==> src/rtl/core/assert_macros.svh <==
// ----------------------------------------------------------------------------
// assert_macros.svh
// Concurrent assertion helpers clocked on clk and disabled during reset.
// ----------------------------------------------------------------------------
`ifndef ASSERT_MACROS_SVH
`define ASSERT_MACROS_SVH

// Check a property at every rising edge of clk outside reset.
`define ASSERT_CLK(label, prop, msg) \
	label: assert property (@(posedge clk) disable iff (!arst_n) (prop)) \
		else $error(msg);

// Check that an expression is never true outside reset.
`define ASSERT_NEVER(label, expr, msg) \
	`ASSERT_CLK(label, !(expr), msg)

`endif

==> src/rtl/core/tdds_pkg.sv <==
// ----------------------------------------------------------------------------
// tdds_pkg
// Shared types and constants of the two stage divider search block.
// ----------------------------------------------------------------------------
package tdds_pkg;

	// Width of rates and of the shared divider.
	localparam int RATE_W = 32;

	// Default search ranges.
	localparam int MAIN_BITS_DEF = 4;
	localparam int FINE_BITS_DEF = 8;

	// Output field widths.
	localparam int MAIN_OUT_W = 5;
	localparam int FINE_OUT_W = 8;

	// Source rate after reset, in hertz.
	localparam logic [RATE_W-1:0] SOURCE_RATE_RST = 32'd400000000;

	// Sequencer states.
	typedef enum logic [2:0] {
		ST_IDLE,
		ST_QUO,
		ST_FINE,
		ST_RATE,
		ST_DONE
	} tdds_state_t;

	// Status of the shared divider.
	typedef struct packed {
		logic busy;
		logic done;
	} div_stat_t;

endpackage

==> src/rtl/core/two_stage_divider_search.sv <==
// ----------------------------------------------------------------------------
// two_stage_divider_search
// Picks a main and a fine divisor that bring the source rate down to the
// nearest rate not above the target. Start takes a word when busy is low;
// a target of zero, or a source rate of zero, gives not found, and a target
// not below the source gives main 1 and fine 1, both with done in the cycle
// after start. Otherwise every main divisor 1..2^MAIN_BITS is tried with
// three 32-bit divisions on one shared bit-serial divider.
// Done is high for one cycle with found, main_divisor and fine_divisor; the
// receiver cannot stall it, and busy stays high until the cycle after done.
// Source_rate is written through source_rate_we; the user must write it
// only while busy is low, as the block itself does not enforce this.
// ----------------------------------------------------------------------------
`include "assert_macros.svh"

module two_stage_divider_search #(
	parameter int MAIN_BITS = tdds_pkg::MAIN_BITS_DEF,
	parameter int FINE_BITS = tdds_pkg::FINE_BITS_DEF
) (
	input  logic                              clk,
	input  logic                              arst_n,
	input  logic                              source_rate_we,
	input  logic [tdds_pkg::RATE_W-1:0]       source_rate_wdata,
	input  logic                              start,
	output logic                              busy,
	input  logic [tdds_pkg::RATE_W-1:0]       goal_rate,
	output logic                              done,
	output logic                              found,
	output logic [tdds_pkg::MAIN_OUT_W-1:0]   main_divisor,
	output logic [tdds_pkg::FINE_OUT_W-1:0]   fine_divisor
);
	import tdds_pkg::*;

	localparam int                 CNT_W     = MAIN_BITS + 1;
	localparam logic [CNT_W-1:0]   LAST_MAIN = {1'b1, {MAIN_BITS{1'b0}}};
	localparam logic [FINE_BITS-1:0] FINE_CAP = '1;

	tdds_state_t         state_q, state_d;

	logic [RATE_W-1:0]    source_rate_q;
	logic [RATE_W-1:0]    target_q;
	logic [CNT_W-1:0]     main_q;
	logic [RATE_W-1:0]    quo_q;
	logic [FINE_BITS-1:0] fine_q;
	logic [RATE_W-1:0]    best_err_q;
	logic [CNT_W-1:0]     best_main_q;
	logic [FINE_BITS-1:0] best_fine_q;
	logic                 found_q;

	logic                 accept;
	logic                 trivial;
	logic                 bypass;
	logic                 last_main;
	logic [FINE_BITS-1:0] fine_clamp;
	logic [RATE_W-1:0]    err;
	logic                 better;

	logic                 div_start;
	logic [RATE_W-1:0]    div_dividend;
	logic [RATE_W-1:0]    div_divisor;
	logic [RATE_W-1:0]    div_quo;
	div_stat_t            div_stat;

	// Shared divider
	tdds_div #(
		.W (RATE_W)
	) u_div (
		.clk      (clk),
		.arst_n   (arst_n),
		.start    (div_start),
		.dividend (div_dividend),
		.divisor  (div_divisor),
		.quotient (div_quo),
		.stat     (div_stat)
	);

	// Decode the start word and the candidate checks
	always_comb begin
		accept    = start && (state_q == ST_IDLE);
		bypass    = (source_rate_q == '0) || (goal_rate == '0) ||
			(goal_rate >= source_rate_q);
		trivial   = (source_rate_q != '0) && (goal_rate != '0) &&
			(goal_rate >= source_rate_q);
		last_main = (main_q == LAST_MAIN);
		if (div_quo > RATE_W'(FINE_CAP)) begin
			fine_clamp = FINE_CAP;
		end else if (div_quo == '0) begin
			fine_clamp = FINE_BITS'(1);
		end else begin
			fine_clamp = div_quo[FINE_BITS-1:0];
		end
		err    = target_q - div_quo;
		better = (div_quo <= target_q) && (err <= best_err_q);
	end

	// Next state
	always_comb begin
		state_d = state_q;
		case (state_q)
			ST_IDLE: begin
				if (accept) begin
					state_d = bypass ? ST_DONE : ST_QUO;
				end
			end
			ST_QUO: begin
				if (div_stat.done) begin
					state_d = ST_FINE;
				end
			end
			ST_FINE: begin
				if (div_stat.done) begin
					state_d = ST_RATE;
				end
			end
			ST_RATE: begin
				if (div_stat.done) begin
					state_d = last_main ? ST_DONE : ST_QUO;
				end
			end
			ST_DONE: begin
				state_d = ST_IDLE;
			end
			default: begin
				state_d = ST_IDLE;
			end
		endcase
	end

	// Outputs of the sequencer: launch the divider
	always_comb begin
		div_start    = 1'b0;
		div_dividend = source_rate_q;
		div_divisor  = RATE_W'(1);
		busy         = (state_q != ST_IDLE);
		done         = (state_q == ST_DONE);
		case (state_q)
			ST_IDLE: begin
				div_start = accept && !bypass;
			end
			ST_QUO: begin
				div_start    = div_stat.done;
				div_dividend = div_quo;
				div_divisor  = target_q;
			end
			ST_FINE: begin
				div_start    = div_stat.done;
				div_dividend = quo_q;
				div_divisor  = RATE_W'(fine_clamp);
			end
			ST_RATE: begin
				div_start    = div_stat.done && !last_main;
				div_dividend = source_rate_q;
				div_divisor  = RATE_W'(main_q + CNT_W'(1));
			end
			default: begin
				div_start = 1'b0;
			end
		endcase
	end

	// Control registers
	always_ff @(posedge clk or negedge arst_n) begin
		if (!arst_n) begin
			state_q       <= ST_IDLE;
			source_rate_q <= SOURCE_RATE_RST;
			found_q       <= 1'b0;
		end else begin
			state_q <= state_d;
			if (source_rate_we) begin
				source_rate_q <= source_rate_wdata;
			end
			if (accept) begin
				found_q <= trivial;
			end else if ((state_q == ST_RATE) && div_stat.done && better) begin
				found_q <= 1'b1;
			end
		end
	end

	// Search datapath: hold the target, track the best candidate
	always_ff @(posedge clk) begin
		case (state_q)
			ST_IDLE: begin
				if (accept) begin
					target_q    <= goal_rate;
					best_err_q  <= goal_rate;
					main_q      <= CNT_W'(1);
					best_main_q <= trivial ? CNT_W'(1) : '0;
					best_fine_q <= FINE_BITS'(1);
				end
			end
			ST_QUO: begin
				if (div_stat.done) begin
					quo_q <= div_quo;
				end
			end
			ST_FINE: begin
				if (div_stat.done) begin
					fine_q <= fine_clamp;
				end
			end
			ST_RATE: begin
				if (div_stat.done) begin
					main_q <= main_q + CNT_W'(1);
					if (better) begin
						best_err_q  <= err;
						best_main_q <= main_q;
						best_fine_q <= fine_q;
					end
				end
			end
			default: begin
				target_q <= target_q;
			end
		endcase
	end

	assign found        = found_q;
	assign main_divisor = MAIN_OUT_W'(best_main_q);
	assign fine_divisor = FINE_OUT_W'(best_fine_q);

	// Checks
	`ASSERT_NEVER(a_div_restart, div_start && div_stat.busy, "divider launched while busy")
	`ASSERT_CLK(a_accept_busy, start && !busy |=> busy, "start word not taken")
	`ASSERT_CLK(a_not_found,
		done && !found |-> best_main_q == '0 && best_fine_q == FINE_BITS'(1), "bad not-found result")
	`ASSERT_CLK(a_fine_nonzero, done |-> best_fine_q != '0, "fine divisor is zero")

endmodule

==> src/rtl/core/tdds_div.sv <==
// ----------------------------------------------------------------------------
// tdds_div
// Restoring radix-2 unsigned divider, one quotient bit per cycle.
// ----------------------------------------------------------------------------
module tdds_div #(
	parameter int W = tdds_pkg::RATE_W
) (
	input  logic                  clk,
	input  logic                  arst_n,
	input  logic                  start,
	input  logic [W-1:0]          dividend,
	input  logic [W-1:0]          divisor,
	output logic [W-1:0]          quotient,
	output tdds_pkg::div_stat_t   stat
);
	import tdds_pkg::*;

	localparam int CNT_W = $clog2(W + 1);

	logic [W-1:0]     rem_q;
	logic [W-1:0]     quo_q;
	logic [W-1:0]     dsr_q;
	logic [CNT_W-1:0] cnt_q;
	logic             busy_q;
	logic             done_q;

	logic [W:0]       partial;
	logic [W:0]       diff;
	logic             qbit;

	// Shift in the next dividend bit and try the subtraction.
	always_comb begin
		partial = {rem_q, quo_q[W-1]};
		diff    = partial - {1'b0, dsr_q};
		qbit    = ~diff[W];
	end

	// Control: count the steps, pulse done after the last one.
	always_ff @(posedge clk or negedge arst_n) begin
		if (!arst_n) begin
			busy_q <= 1'b0;
			done_q <= 1'b0;
			cnt_q  <= '0;
		end else begin
			done_q <= 1'b0;
			if (start) begin
				busy_q <= 1'b1;
				cnt_q  <= CNT_W'(W);
			end else if (busy_q) begin
				cnt_q <= cnt_q - CNT_W'(1);
				if (cnt_q == CNT_W'(1)) begin
					busy_q <= 1'b0;
					done_q <= 1'b1;
				end
			end
		end
	end

	// Datapath: load operands, then advance one quotient bit a cycle.
	always_ff @(posedge clk) begin
		if (start) begin
			rem_q <= '0;
			quo_q <= dividend;
			dsr_q <= divisor;
		end else if (busy_q) begin
			rem_q <= qbit ? diff[W-1:0] : partial[W-1:0];
			quo_q <= {quo_q[W-2:0], qbit};
		end
	end

	assign quotient  = quo_q;
	assign stat.busy = busy_q;
	assign stat.done = done_q;

endmodule
==> config.mk <==
export PLATFORM = sky130hd
export DESIGN_NAME = two_stage_divider_search
export DESIGN_NICKNAME = d
export VERILOG_FILES = /design/src/rtl/core/tdds_pkg.sv /design/src/rtl/core/two_stage_divider_search.sv /design/src/rtl/core/tdds_div.sv
export VERILOG_INCLUDE_DIRS = /design/src /design/src/rtl/core
export SDC_FILE = /design/constraint.sdc
export NUM_CORES = 1
export LEC_CHECK = 0
export BUFFER_PORTS_ARGS = -buffer_cell sky130_fd_sc_hd__buf_2
export CAP_MARGIN = 0
export CORE_MARGIN = 4
export CORE_UTILIZATION = 31
export CTS_BUF_LIST = sky130_fd_sc_hd__clkbuf_16
export CTS_CLUSTER_SIZE = 28
export DETAILED_ROUTE_END_ITERATION = 8
export GPL_ROUTABILITY_DRIVEN = 0
export PLACE_DENSITY = 0.5
export SLEW_MARGIN = 20
export SYNTH_ARGS = -nofsm -noshare
export SYNTH_HDL_FRONTEND = slang
export SYNTH_SLANG_ARGS = --single-unit
==> constraint.sdc <==
create_clock -name clk -period 5.35 [get_ports clk]
set_input_delay 0.535 -clock clk [delete_from_list [all_inputs] [get_ports clk]]
set_output_delay 0.535 -clock clk [all_outputs]
set_load 0.05 [all_outputs]
=== Word level (Yosys, flattened, before mapping) ===
Index checks and enable logic that the tools add are counted.
Widths: inputs -> output; s select.

* Register bits: 262
* Bits of input ports: 68
* Output and inout bits: 16
* Word-level logic and storage cells: 109

* Add/sub/neg operators: 5
* Magnitude comparators: 4
* Equal/unequal tests: 12
* Mux-type cells: 41
* Bitwise operators: 1
* Reductions and logical operators: 30

{| class="wikitable"
|+ Operator list
! operator !! count
|-
| $mux 32 || 6
|-
| $pmux 32 s2 || 2
|-
| $logic_not 32->1 || 3
|-
| $pmux 32 s3 || 1
|-
| $le 32x32->1 || 2
|-
| $reduce_bool 32->1 || 2
|-
| $mux 8 || 5
|-
| $sub 33x32->33 || 1
|-
| $ge 32x32->1 || 1
|-
| $gt 32x8->1 const B || 1
|-
| $sub 32x32->32 || 1
|-
| $mux 5 || 5
|-
| $pmux 5 s2 || 2
|-
| $mux 3 || 6
|-
| $pmux 8 s2 || 1
|-
| $mux 6 || 2
|-
| $pmux 3 s4 || 1
|-
| $mux 1 || 9
|-
| $logic_and 1x1->1 || 8
|-
| $reduce_and 2->1 || 4
|-
| $reduce_and 4->1 || 2
|-
| $add 5x1->6 const B || 1
|-
| $eq 3x2->1 const B || 2
|-
| $eq 6x1->1 const B || 1
|-
| 16 further kinds || 24
|}

=== Longest topological paths before layout ===
Gate-level depths: netlist of run 1.

* Word-level depth: 8
* Gate-level depth with buffers: 23
* Mapped depth without buffers: 23

=== Cells and area by module ===
From an unflattened synthesis of run 1, not the netlist that was laid out.

* Cell total of the unflattened synthesis: 1696
* Area, all modules: 16662.2 µm²

{| class="wikitable"
|+ By module, submodules not included
! module !! instances !! cells each !! area each (µm²) !! sequential area each (µm²)
|-
| two_stage_divider_search || 1 || 1052 || 10332.4 || 4579.4
|-
| tdds_div || 1 || 644 || 6329.8 || 2762.6
|}

=== Worst setup path after synthesis of run 1 ===
No wires, ideal clock.

* Path kind: flip-flop to flip-flop
* Start point: register target_q[0]
* End point: register best_err_q[0], enable pin
* Setup time: 405 ps
* Arrival: 4914 ps
* Data required time: 4945 ps
* Setup slack: 31 ps
* Cell stages (with the launch flop): 22
* Path buffers: 0
* Clock period less this slack: 5319 ps
* Cells stage by stage: edfxtp_1 -> inv_1 -> ha_1 -> inv_1 -> fa_1 -> a211oi_2 -> nor2_1 -> o31ai_4 -> a21oi_2 -> a31o_4 -> a211oi_4 -> o21a_1 -> o21ba_2 -> xnor2_1 -> ha_1 -> nand4_1 -> or3_1 -> nor2_1 -> nand3_1 -> a21o_1 -> a21oi_1 -> o21a_1

* Longest elaborated chain between the ends: 5
* Elaborated cells between the ends (all ways): 6
* Classes of those cells: 1 x add/sub; 2 x order compare; 1 x eq/ne; 2 x reduce/logical

{| class="wikitable"
|+ Ends and longest elaborated chain
! element !! line !! RTL
|-
| from (decl) || two_stage_divider_search.sv:41 || <nowiki>logic [RATE_W-1:0] target_q;</nowiki>
|-
| from (signal assigned) || two_stage_divider_search.sv:185 || <nowiki>target_q <= goal_rate;</nowiki>
|-
| from (signal assigned) || two_stage_divider_search.sv:213 || <nowiki>target_q <= target_q;</nowiki>
|-
| $sub 32x32->32 || two_stage_divider_search.sv:92 || <nowiki>err = target_q - div_quo;</nowiki>
|-
| $le 32x32->1 || two_stage_divider_search.sv:93 || <nowiki>better = (div_quo <= target_q) && (err <= best_err_q);</nowiki>
|-
| $logic_and 1x1->1 * || two_stage_divider_search.sv:93 ||
|-
| $ne 2x2->1 (no line) * || n/a ||
|-
| $reduce_and 4->1 (no line) * || n/a ||
|-
| to (signal assigned) || two_stage_divider_search.sv:186 || <nowiki>best_err_q <= goal_rate;</nowiki>
|-
| to (signal assigned) || two_stage_divider_search.sv:206 || <nowiki>best_err_q <= err;</nowiki>
|-
| to (decl) || two_stage_divider_search.sv:45 || <nowiki>logic [RATE_W-1:0] best_err_q;</nowiki>
|}

Every way passes the cells marked *; elsewhere a longest branch is shown, timed or not.
A chain may end at the register's enable or synchronous reset.

=== Worst setup path after layout of run 1 ===
* Start point: register u_div.quo_q[0] (netlist: u_div.quotient[0])
* End point: register best_err_q[7], enable pin

* Longest elaborated chain between the ends: 5
* Elaborated cells between the ends (all ways): 6
* Classes of those cells: 1 x add/sub; 2 x order compare; 1 x eq/ne; 2 x reduce/logical

{| class="wikitable"
|+ Ends and longest elaborated chain
! element !! line !! RTL
|-
| from (decl) || tdds_div.sv:21 || <nowiki>logic [W-1:0] quo_q;</nowiki>
|-
| from (signal assigned) || tdds_div.sv:63 || <nowiki>quo_q <= dividend;</nowiki>
|-
| from (signal assigned) || tdds_div.sv:67 || <nowiki>quo_q <= {quo_q[W-2:0], qbit};</nowiki>
|-
| $sub 32x32->32 || two_stage_divider_search.sv:92 ||
|-
| $le 32x32->1 || two_stage_divider_search.sv:93 ||
|-
| $logic_and 1x1->1 * || two_stage_divider_search.sv:93 ||
|-
| $ne 2x2->1 (no line) * || n/a ||
|-
| $reduce_and 4->1 (no line) * || n/a ||
|}

Marked as above.

==> results of run 1 <==
-- sequential cells by signal (all words and copies together) (netlist names) --
register,flops
target_q,32
fine_q,8
quo_q,32
u_div.busy_q,1
main_q,5
u_div.cnt_q,6
u_div.done_q,1
found,1
u_div.quotient,32
u_div.rem_q,32
best_err_q,32
state_q,3
fine_divisor,8
u_div.dsr_q,32
source_rate_q,32
main_divisor,5
-- layout make-up --
| type | count | area [µm²] | share of cell area (%) |
|---|---|---|---|
| Clock inverter | 26 | 248 | 1.38 |
| Multi-Input combinational cell | 1118 | 7570 | 42.0 |
| Clock buffer | 32 | 801 | 4.45 |
| Timing Repair Buffer | 106 | 651 | 3.61 |
| Sequential cell | 262 | 7350 | 40.8 |
| Tap cell | 672 | 841 | 4.67 |
| Inverter | 146 | 548 | 3.04 |
-- power groups by stage --
| stage | clock network, W | registers [W] | logic (W) |
|---|---|---|---|
| finish | 0.00217 | 0.00357 | 0.00690 |
| global route | 0.00231 | 0.00365 | 0.00772 |
| CTS | 0.00222 | 0.00357 | 0.00683 |
| detailed placement | 0 | 0.00360 | 0.00678 |
| global placement | 0 | 0.00359 | 0.00670 |
| floorplan | 0 | 0.00358 | 0.00499 |
-- metal layers --
metal / vias to the layer above / share of wire (%) / track usage, %
met2: 291 / 45 / 26.4
met5: - / 0 / 0
met1: 5793 / 48 / 22.7
met4: 0 / 2.1 / 3.88
li1: 5856 / - / -
met3: 54 / 4.8 / 2.04
-- worst min path at each step --
stage | depth (start not counted) | to | from
after floorplan | 0 | found | arst_n
after detailed placement | 0 | quo_q[6] | u_div.quotient[6]
after global placement | 0 | quo_q[7] | u_div.quotient[7]
after CTS | 2 | source_rate_q[8] | arst_n
final | 2 | source_rate_q[30] | arst_n
after global routing | 2 | source_rate_q[8] | arst_n
-- critical path, delay by kind of cell (launching register included) --
family | cells | cell delay [ns]
xor gates and xnor gates | 1 | 0.09
adders and majority gates | 3 | 0.98
DFF | 1 | 0.42
and+or+nand+nor | 5 | 0.92
AOI/OAI and AO/OA | 10 | 2.03
buffers and inverters | 2 | 0.26
-- cells by family (layout without fill, tap and decap cells) --
| logic type | count (synthesis) | in the layout |
|---|---|---|
| and+or+nand+nor | 456 | 456 |
| AOI/OAI and AO/OA | 422 | 422 |
| DFF | 262 | 262 |
| buffers and inverters | 208 | 310 |
| adders and majority gates | 134 | 134 |
| xor gates and xnor gates | 64 | 64 |
| muxes | 42 | 42 |
-- layout by cell type (no fill, tap or decap), types with 10 or more instances in the layout --
cell type / netlist / routed
nand4_1: 27 / 27
a21o_1: 62 / 62
and2_1: 42 / 42
dfxtp_1: 32 / 32
a211oi_1: 47 / 47
xnor2_1: 41 / 41
clkbuf_16: 0 / 33
mux2i_1: 31 / 31
nor2_1: 106 / 104
dfstp_2: 12 / 12
o21ai_0: 106 / 105
o21a_1: 14 / 13
a21oi_1: 123 / 121
nor4_1: 29 / 29
nand2_1: 175 / 175
mux2_2: 10 / 10
buf_4: 2 / 18
edfxtp_1: 186 / 186
xor2_1: 22 / 22
nand3_1: 21 / 21
dfrtp_1: 32 / 31
buf_2: 3 / 83
nor3_1: 12 / 11
ha_1: 132 / 132
inv_1: 146 / 150
-- through the flow --
step                      cells  area, µm²  power [W]  util, %  hold WS [ns]
after CTS                  2357      17900     0.0126     35.8        0.0597
after global routing       2362      18000     0.0137     36.0        0.0914
after floorplan            1588      15600    0.00857        -         0.239
final                      2362      18000     0.0126     36.0        0.0565
after detailed placement   2299      16900     0.0104     33.7         0.440
after global placement     2299      16900     0.0103     33.7         0.430
-- what timing repair did --
item / 4_1_cts / 5_1_grt
hold buffers: 0 / 0
setup buffers: 0 / 3
endpoints found under the setup margin: 0 / 45
gates resized for setup: 0 / 6
==> impl_metrics.yaml, run 1 <==
floorplanning:
  core-area_um2: 50100
  die_w_um: 233
  initial_core_util_pct: 31.3
  die_y_um: 233
  rows: 82
  pin_count: 84
  die_area_um2: 54100
setup_path:
  crit_chain: "ha_1, inv_1, fa_1, a211oi_2, nor2_1, o31ai_4, a21oi_2, a31o_4, a211oi_4, o21a_1, o21ba_2, xnor2_1, ha_1, nand4_1, or3_1, nor2_1, nand3_1, a21o_1, a21oi_2, o21a_4, clkbuf_16"
  endpoint: "best_err_q[7]"
  critPathSlowestCell: "fa_1"
  critPathMaxFanout: 13
  startpoint: "u_div.quotient[0]"
  critical_path_class: "reg2reg"
  ff2ff_setup_slack_ns: 0.35
  end_kind: "register"
  crit_path_max_incr_delay_ns: 0.43
  r2r-start: "u_div.quotient[0]"
  r2r-end: "best_err_q[7]"
  start_kind: "register"
  critPathArrivalTime_ns: 5.29
  r2r_cells: 21
  crit_required_ns: 5.64
run:
  drv_cap: 0
timing:
  worst_pin_slew_ns: 0.955
  setup_slack_ns: 0.348
  finalMaxSlewViolations: 0
  setup_viol: 0
  hold_viol: 0
  fin_crit_sh_pct: 93.5
  slew_headroom_pct: 35.8
  fin_skew_ns: 0.0203
  fmax_ghz: 0.200
  tns_ns: 0
  rsz0062_at_grt: "no"
  min_period_ns: 5.00
detailed_routing:
  first_pass_iters: 5
  ant_nets: 0
  routed_wl_um: 44200
  drt_iter0_drc: 637
  drc_errors: 0
  vias_per_cell: 5.08
  routedWlPerCell_um: 18.7
  vias: 12000
logic_synthesis:
  synth_nets: 1790
  synthXorXnorAreaFrac_pct: 3.70
  yosys-top-cells-area: "edfxtp_1 (36%), ha_1 (11%), dfrtp_1 (5.1%), nand2_1 (4.2%), dfxtp_1 (4.1%)"
  yosysWarnings: 0
  syn_inst: 1588
  synth_edf_count: 186
  seq_area_frac_synth_pct: 46.9
  synth_top_area_share_pct: 35.7
  yosys-top-cells-count: "edfxtp_1 (186), nand2_1 (175), inv_1 (146), ha_1 (132), a21oi_1 (123)"
  synth.distinct_cells: 66
  muxShareOfSynthArea_pct: 2.80
  synth_top_family_by_area: "compound AO/OA/AOI/OAI gates"
  synth_top_flop_cell: "edfxtp_1"
  synth.most_common_cell: "edfxtp_1"
  synth_seq_cells: 262
  synth_compound_area_share_pct: 17.1
  yosysTopAreaCell: "edfxtp_1"
  synth_area_um2: 15600
  syn_area_per_cell_um2: 9.85
  synth_fa_ha_area_share_pct: 10.8
  async_flop_share_pct: 16.8
  synth-simple-area-share_pct: 13.6
clock_network:
  clockRootBuffer: "clkbuf_16"
  clockBufferDepth: 3
  insertion_delay_ns: 0.58
  clk_pin_slew_ns: 0.06
  clock-sinks: 262
  htree_num_levels: 1
  cts_buffers: 31
  cts_tree: "yes"
pwr:
  p_sw_share_pct: 43.2
  combinationalPowerShare_pct: 54.6
  cell_internal_pwr_w: 0.00718
  worst_ir_drop_vdd_mv: 0.323
  clkPwrFrac_pct: 17.1
  pwr_density_cell_nw_per_um2: 702
  p_leak_nw: 7.71
  pwr-share-seq_pct: 28.2
  p_switching_w: 0.00546
worst_hold_path:
  min_path_type: "in2async"
global_route:
  grt_pass1_vias: 12000
  grt_start_max_net_pins: 72
  overflow: 0
  grt_pass1_wl_um: 68800
  grt_util_all_layers_pct: 16.1
  antenna_found_initial: 1
placed_design:
  portBuffers: 83
  dp_hpwl_um: 33100
  dp_slack_ns: 0.184
cells_and_area:
  num_antenna_cells: 0
  final_nets: 1867
  fillers: 5166
  area_growth_pct: 15.1
  drive_above_1_share_pct: 12.2
outcome:
  status: "finished clean"
No activity file was read; power rests on OpenSTA's default activity.
==> inputs of run 2 (changes only) <==
==> constraint.sdc (replaced) <==
create_clock -name clk -period 5.35 [get_ports clk]
set_input_delay 1.605 -clock clk [delete_from_list [all_inputs] [get_ports clk]]
set_output_delay 1.605 -clock clk [all_outputs]
set_load 0.05 [all_outputs]
==> run 2 against run 1 <==
Combinational power shrank 1%. Non-clock buffer count grew 5. Cell area grew 0.81%. Critical endpoint is now best_err_q[6].
==> impl_metrics.yaml, run 2 (same netlist as run 1, synthesis figures left out) <==
timing:
  slew_headroom_pct: 30.4
  min_period_ns: 5.05
  fin_crit_sh_pct: 94.3
  rsz0062_at_grt: "no"
  setup_slack_ns: 0.304
  tns_ns: 0
  fmax_ghz: 0.198
  worst_pin_slew_ns: 1.04
  fin_skew_ns: 0.0115
  finalMaxSlewViolations: 0
  hold_slack_ns: 0.454
  setup_viol: 0
  hold_viol: 0
clock_network:
  cts_buffers: 34
  htree_num_levels: 2
  clockRootBuffer: "clkbuf_16"
  clk_pin_slew_ns: 0.06
  clock-sinks: 262
  cts_tree: "yes"
  insertion_delay_ns: 0.53
  clockBufferDepth: 3
  cts_hold_buf: 0
cells_and_area:
  final_util_pct: 36.3
  final_cell_mix: "edfxtp_1 (186), nand2_1 (175), inv_1 (155)"
  fillers: 5153
  drive_above_1_share_pct: 12.3
  num_antenna_cells: 0
  final_nets: 1875
  layout_commonest_cell: "edfxtp_1"
  area_growth_pct: 16.0
setup_path:
  worst-path-buf-inv: 2
  critPathMaxFanout: 32
  critPathArrivalTime_ns: 5.26
  end_kind: "register"
  crit_family: "compound AO/OA/AOI/OAI gates"
  crit_chain: "ha_1, inv_1, fa_1, a211oi_2, nor2_1, o31ai_4, a21oi_2, a31o_4, a211oi_4, o31ai_2, o31ai_2, xnor2_1, ha_1, nand4_1, or3_1, nor2_1, nand3_1, a21o_1, a21oi_1, o21a_2, buf_12"
  start_kind: "register"
  crit_required_ns: 5.56
  critPathSlowestCell: "edfxtp_1"
  critical_path_class: "reg2reg"
  crit_path_max_incr_delay_ns: 0.42
global_route:
  grt_pass1_vias: 11900
  grt_pass1_wl_um: 68400
  antenna_found_initial: 1
  grt_start_max_net_pins: 72
  overflow: 0
  grt_util_all_layers_pct: 16.2
floorplanning:
  initial_core_util_pct: 31.3
  rows: 82
  die_y_um: 233
  pin_count: 84
  die_w_um: 233
  core-area_um2: 50100
  die_area_um2: 54100
detailed_routing:
  vias_per_cell: 5.00
  drt_iter0_drc: 645
  vias: 11900
  ant_nets: 0
  first_pass_iters: 5
  routed_wl_um: 44300
  drc_errors: 0
  routedWlPerCell_um: 18.7
pwr:
  p_switching_w: 0.00542
  pwr-share-seq_pct: 28.2
  cell_internal_pwr_w: 0.00731
  worst_ir_drop_vdd_mv: 0.261
  clkPwrFrac_pct: 18.3
  combinationalPowerShare_pct: 53.6
  pwr_density_cell_nw_per_um2: 701
  p_sw_share_pct: 42.6
  p_leak_nw: 7.81
  total_power_w: 0.0127
placed_design:
  dp_slack_ns: 0.246
  portBuffers: 83
  dp_hpwl_um: 33600
worst_hold_path:
  min_path_type: "reg2reg"
run:
  drv_cap: 0
outcome:
  status: "finished clean"
-- run 2: metrics by stage --
stage / area (µm²) / instances
3_5_place_dp: 17000 / 2307
2_1_floorplan: 15700 / 1588
4_1_cts: 18100 / 2369
5_1_grt: 18200 / 2371
3_3_place_gp: 17000 / 2306
6_report: 18200 / 2371
-- run 2: area by class of cell --
cell class	count	area, µm²	share of cell area, %
multi-input cells	1118	7570	41.7
well taps	672	841	4.63
clock inverters	25	213	1.17
clock buffers	37	926	5.10
inverters	146	548	3.02
repair buffers	111	713	3.93
flip-flops and latches	262	7340	40.5
-- run 2: layer usage --
metal | GRT usage [%] | vias to the layer above | wire length (µm)
met1 | 22.6 | 5684 | 21300
li1 | - | 5886 | -
met4 | 4.17 | 2 | 826
met3 | 2.45 | 54 | 1850
met2 | 26.4 | 230 | 20400
met5 | 0 | - | 7
-- run 2: worst register-to-register path, stage by stage, from the launching register on --
cell and delay [ns]:
edfxtp_1 0.42, ha_1 0.20, inv_1 0.05, fa_1 0.42, a211oi_2 0.19, nor2_1 0.11, o31ai_4 0.22, a21oi_2 0.14
a31o_4 0.29, a211oi_4 0.35, o31ai_2 0.13, o31ai_2 0.21, xnor2_1 0.12, ha_1 0.31, nand4_1 0.09, or3_1 0.38
nor2_1 0.15, nand3_1 0.09, a21o_1 0.18, a21oi_1 0.22, o21a_2 0.20, buf_12 0.22
-- run 2: final timing paths --
check / cells past startpoint / slack [ns] / startpoint / to
max in group asynchronous: 2 / 3.43 / arst_n / u_div.busy_q
worst min-delay path: 0 / 0.45 / u_div.quotient[6] / quo_q[6]
min in group asynchronous: 1 / 1.18 / arst_n / source_rate_q[30]
worst max register to register: 21 / 0.30 / u_div.quotient[0] / best_err_q[6]
worst min register to register: 0 / 0.45 / u_div.quotient[6] / quo_q[6]
worst max-delay path: 21 / 0.30 / u_div.quotient[0] / best_err_q[6]
-- run 2: power by group through the flow --
stage                     Clock, W  Combinational [W]  Sequential, W
final                      0.00233            0.00682        0.00359
after global routing       0.00248            0.00760        0.00367
after CTS                  0.00240            0.00682        0.00359
after detailed placement         0            0.00678        0.00362
after global placement           0            0.00673        0.00361
after floorplan                  0            0.00499        0.00358
-- run 2: what timing repair did --
item | CTS | global route
setup buffers | 0 | 2
endpoints found under the setup margin | 0 | 45
gates resized for setup | 0 | 3
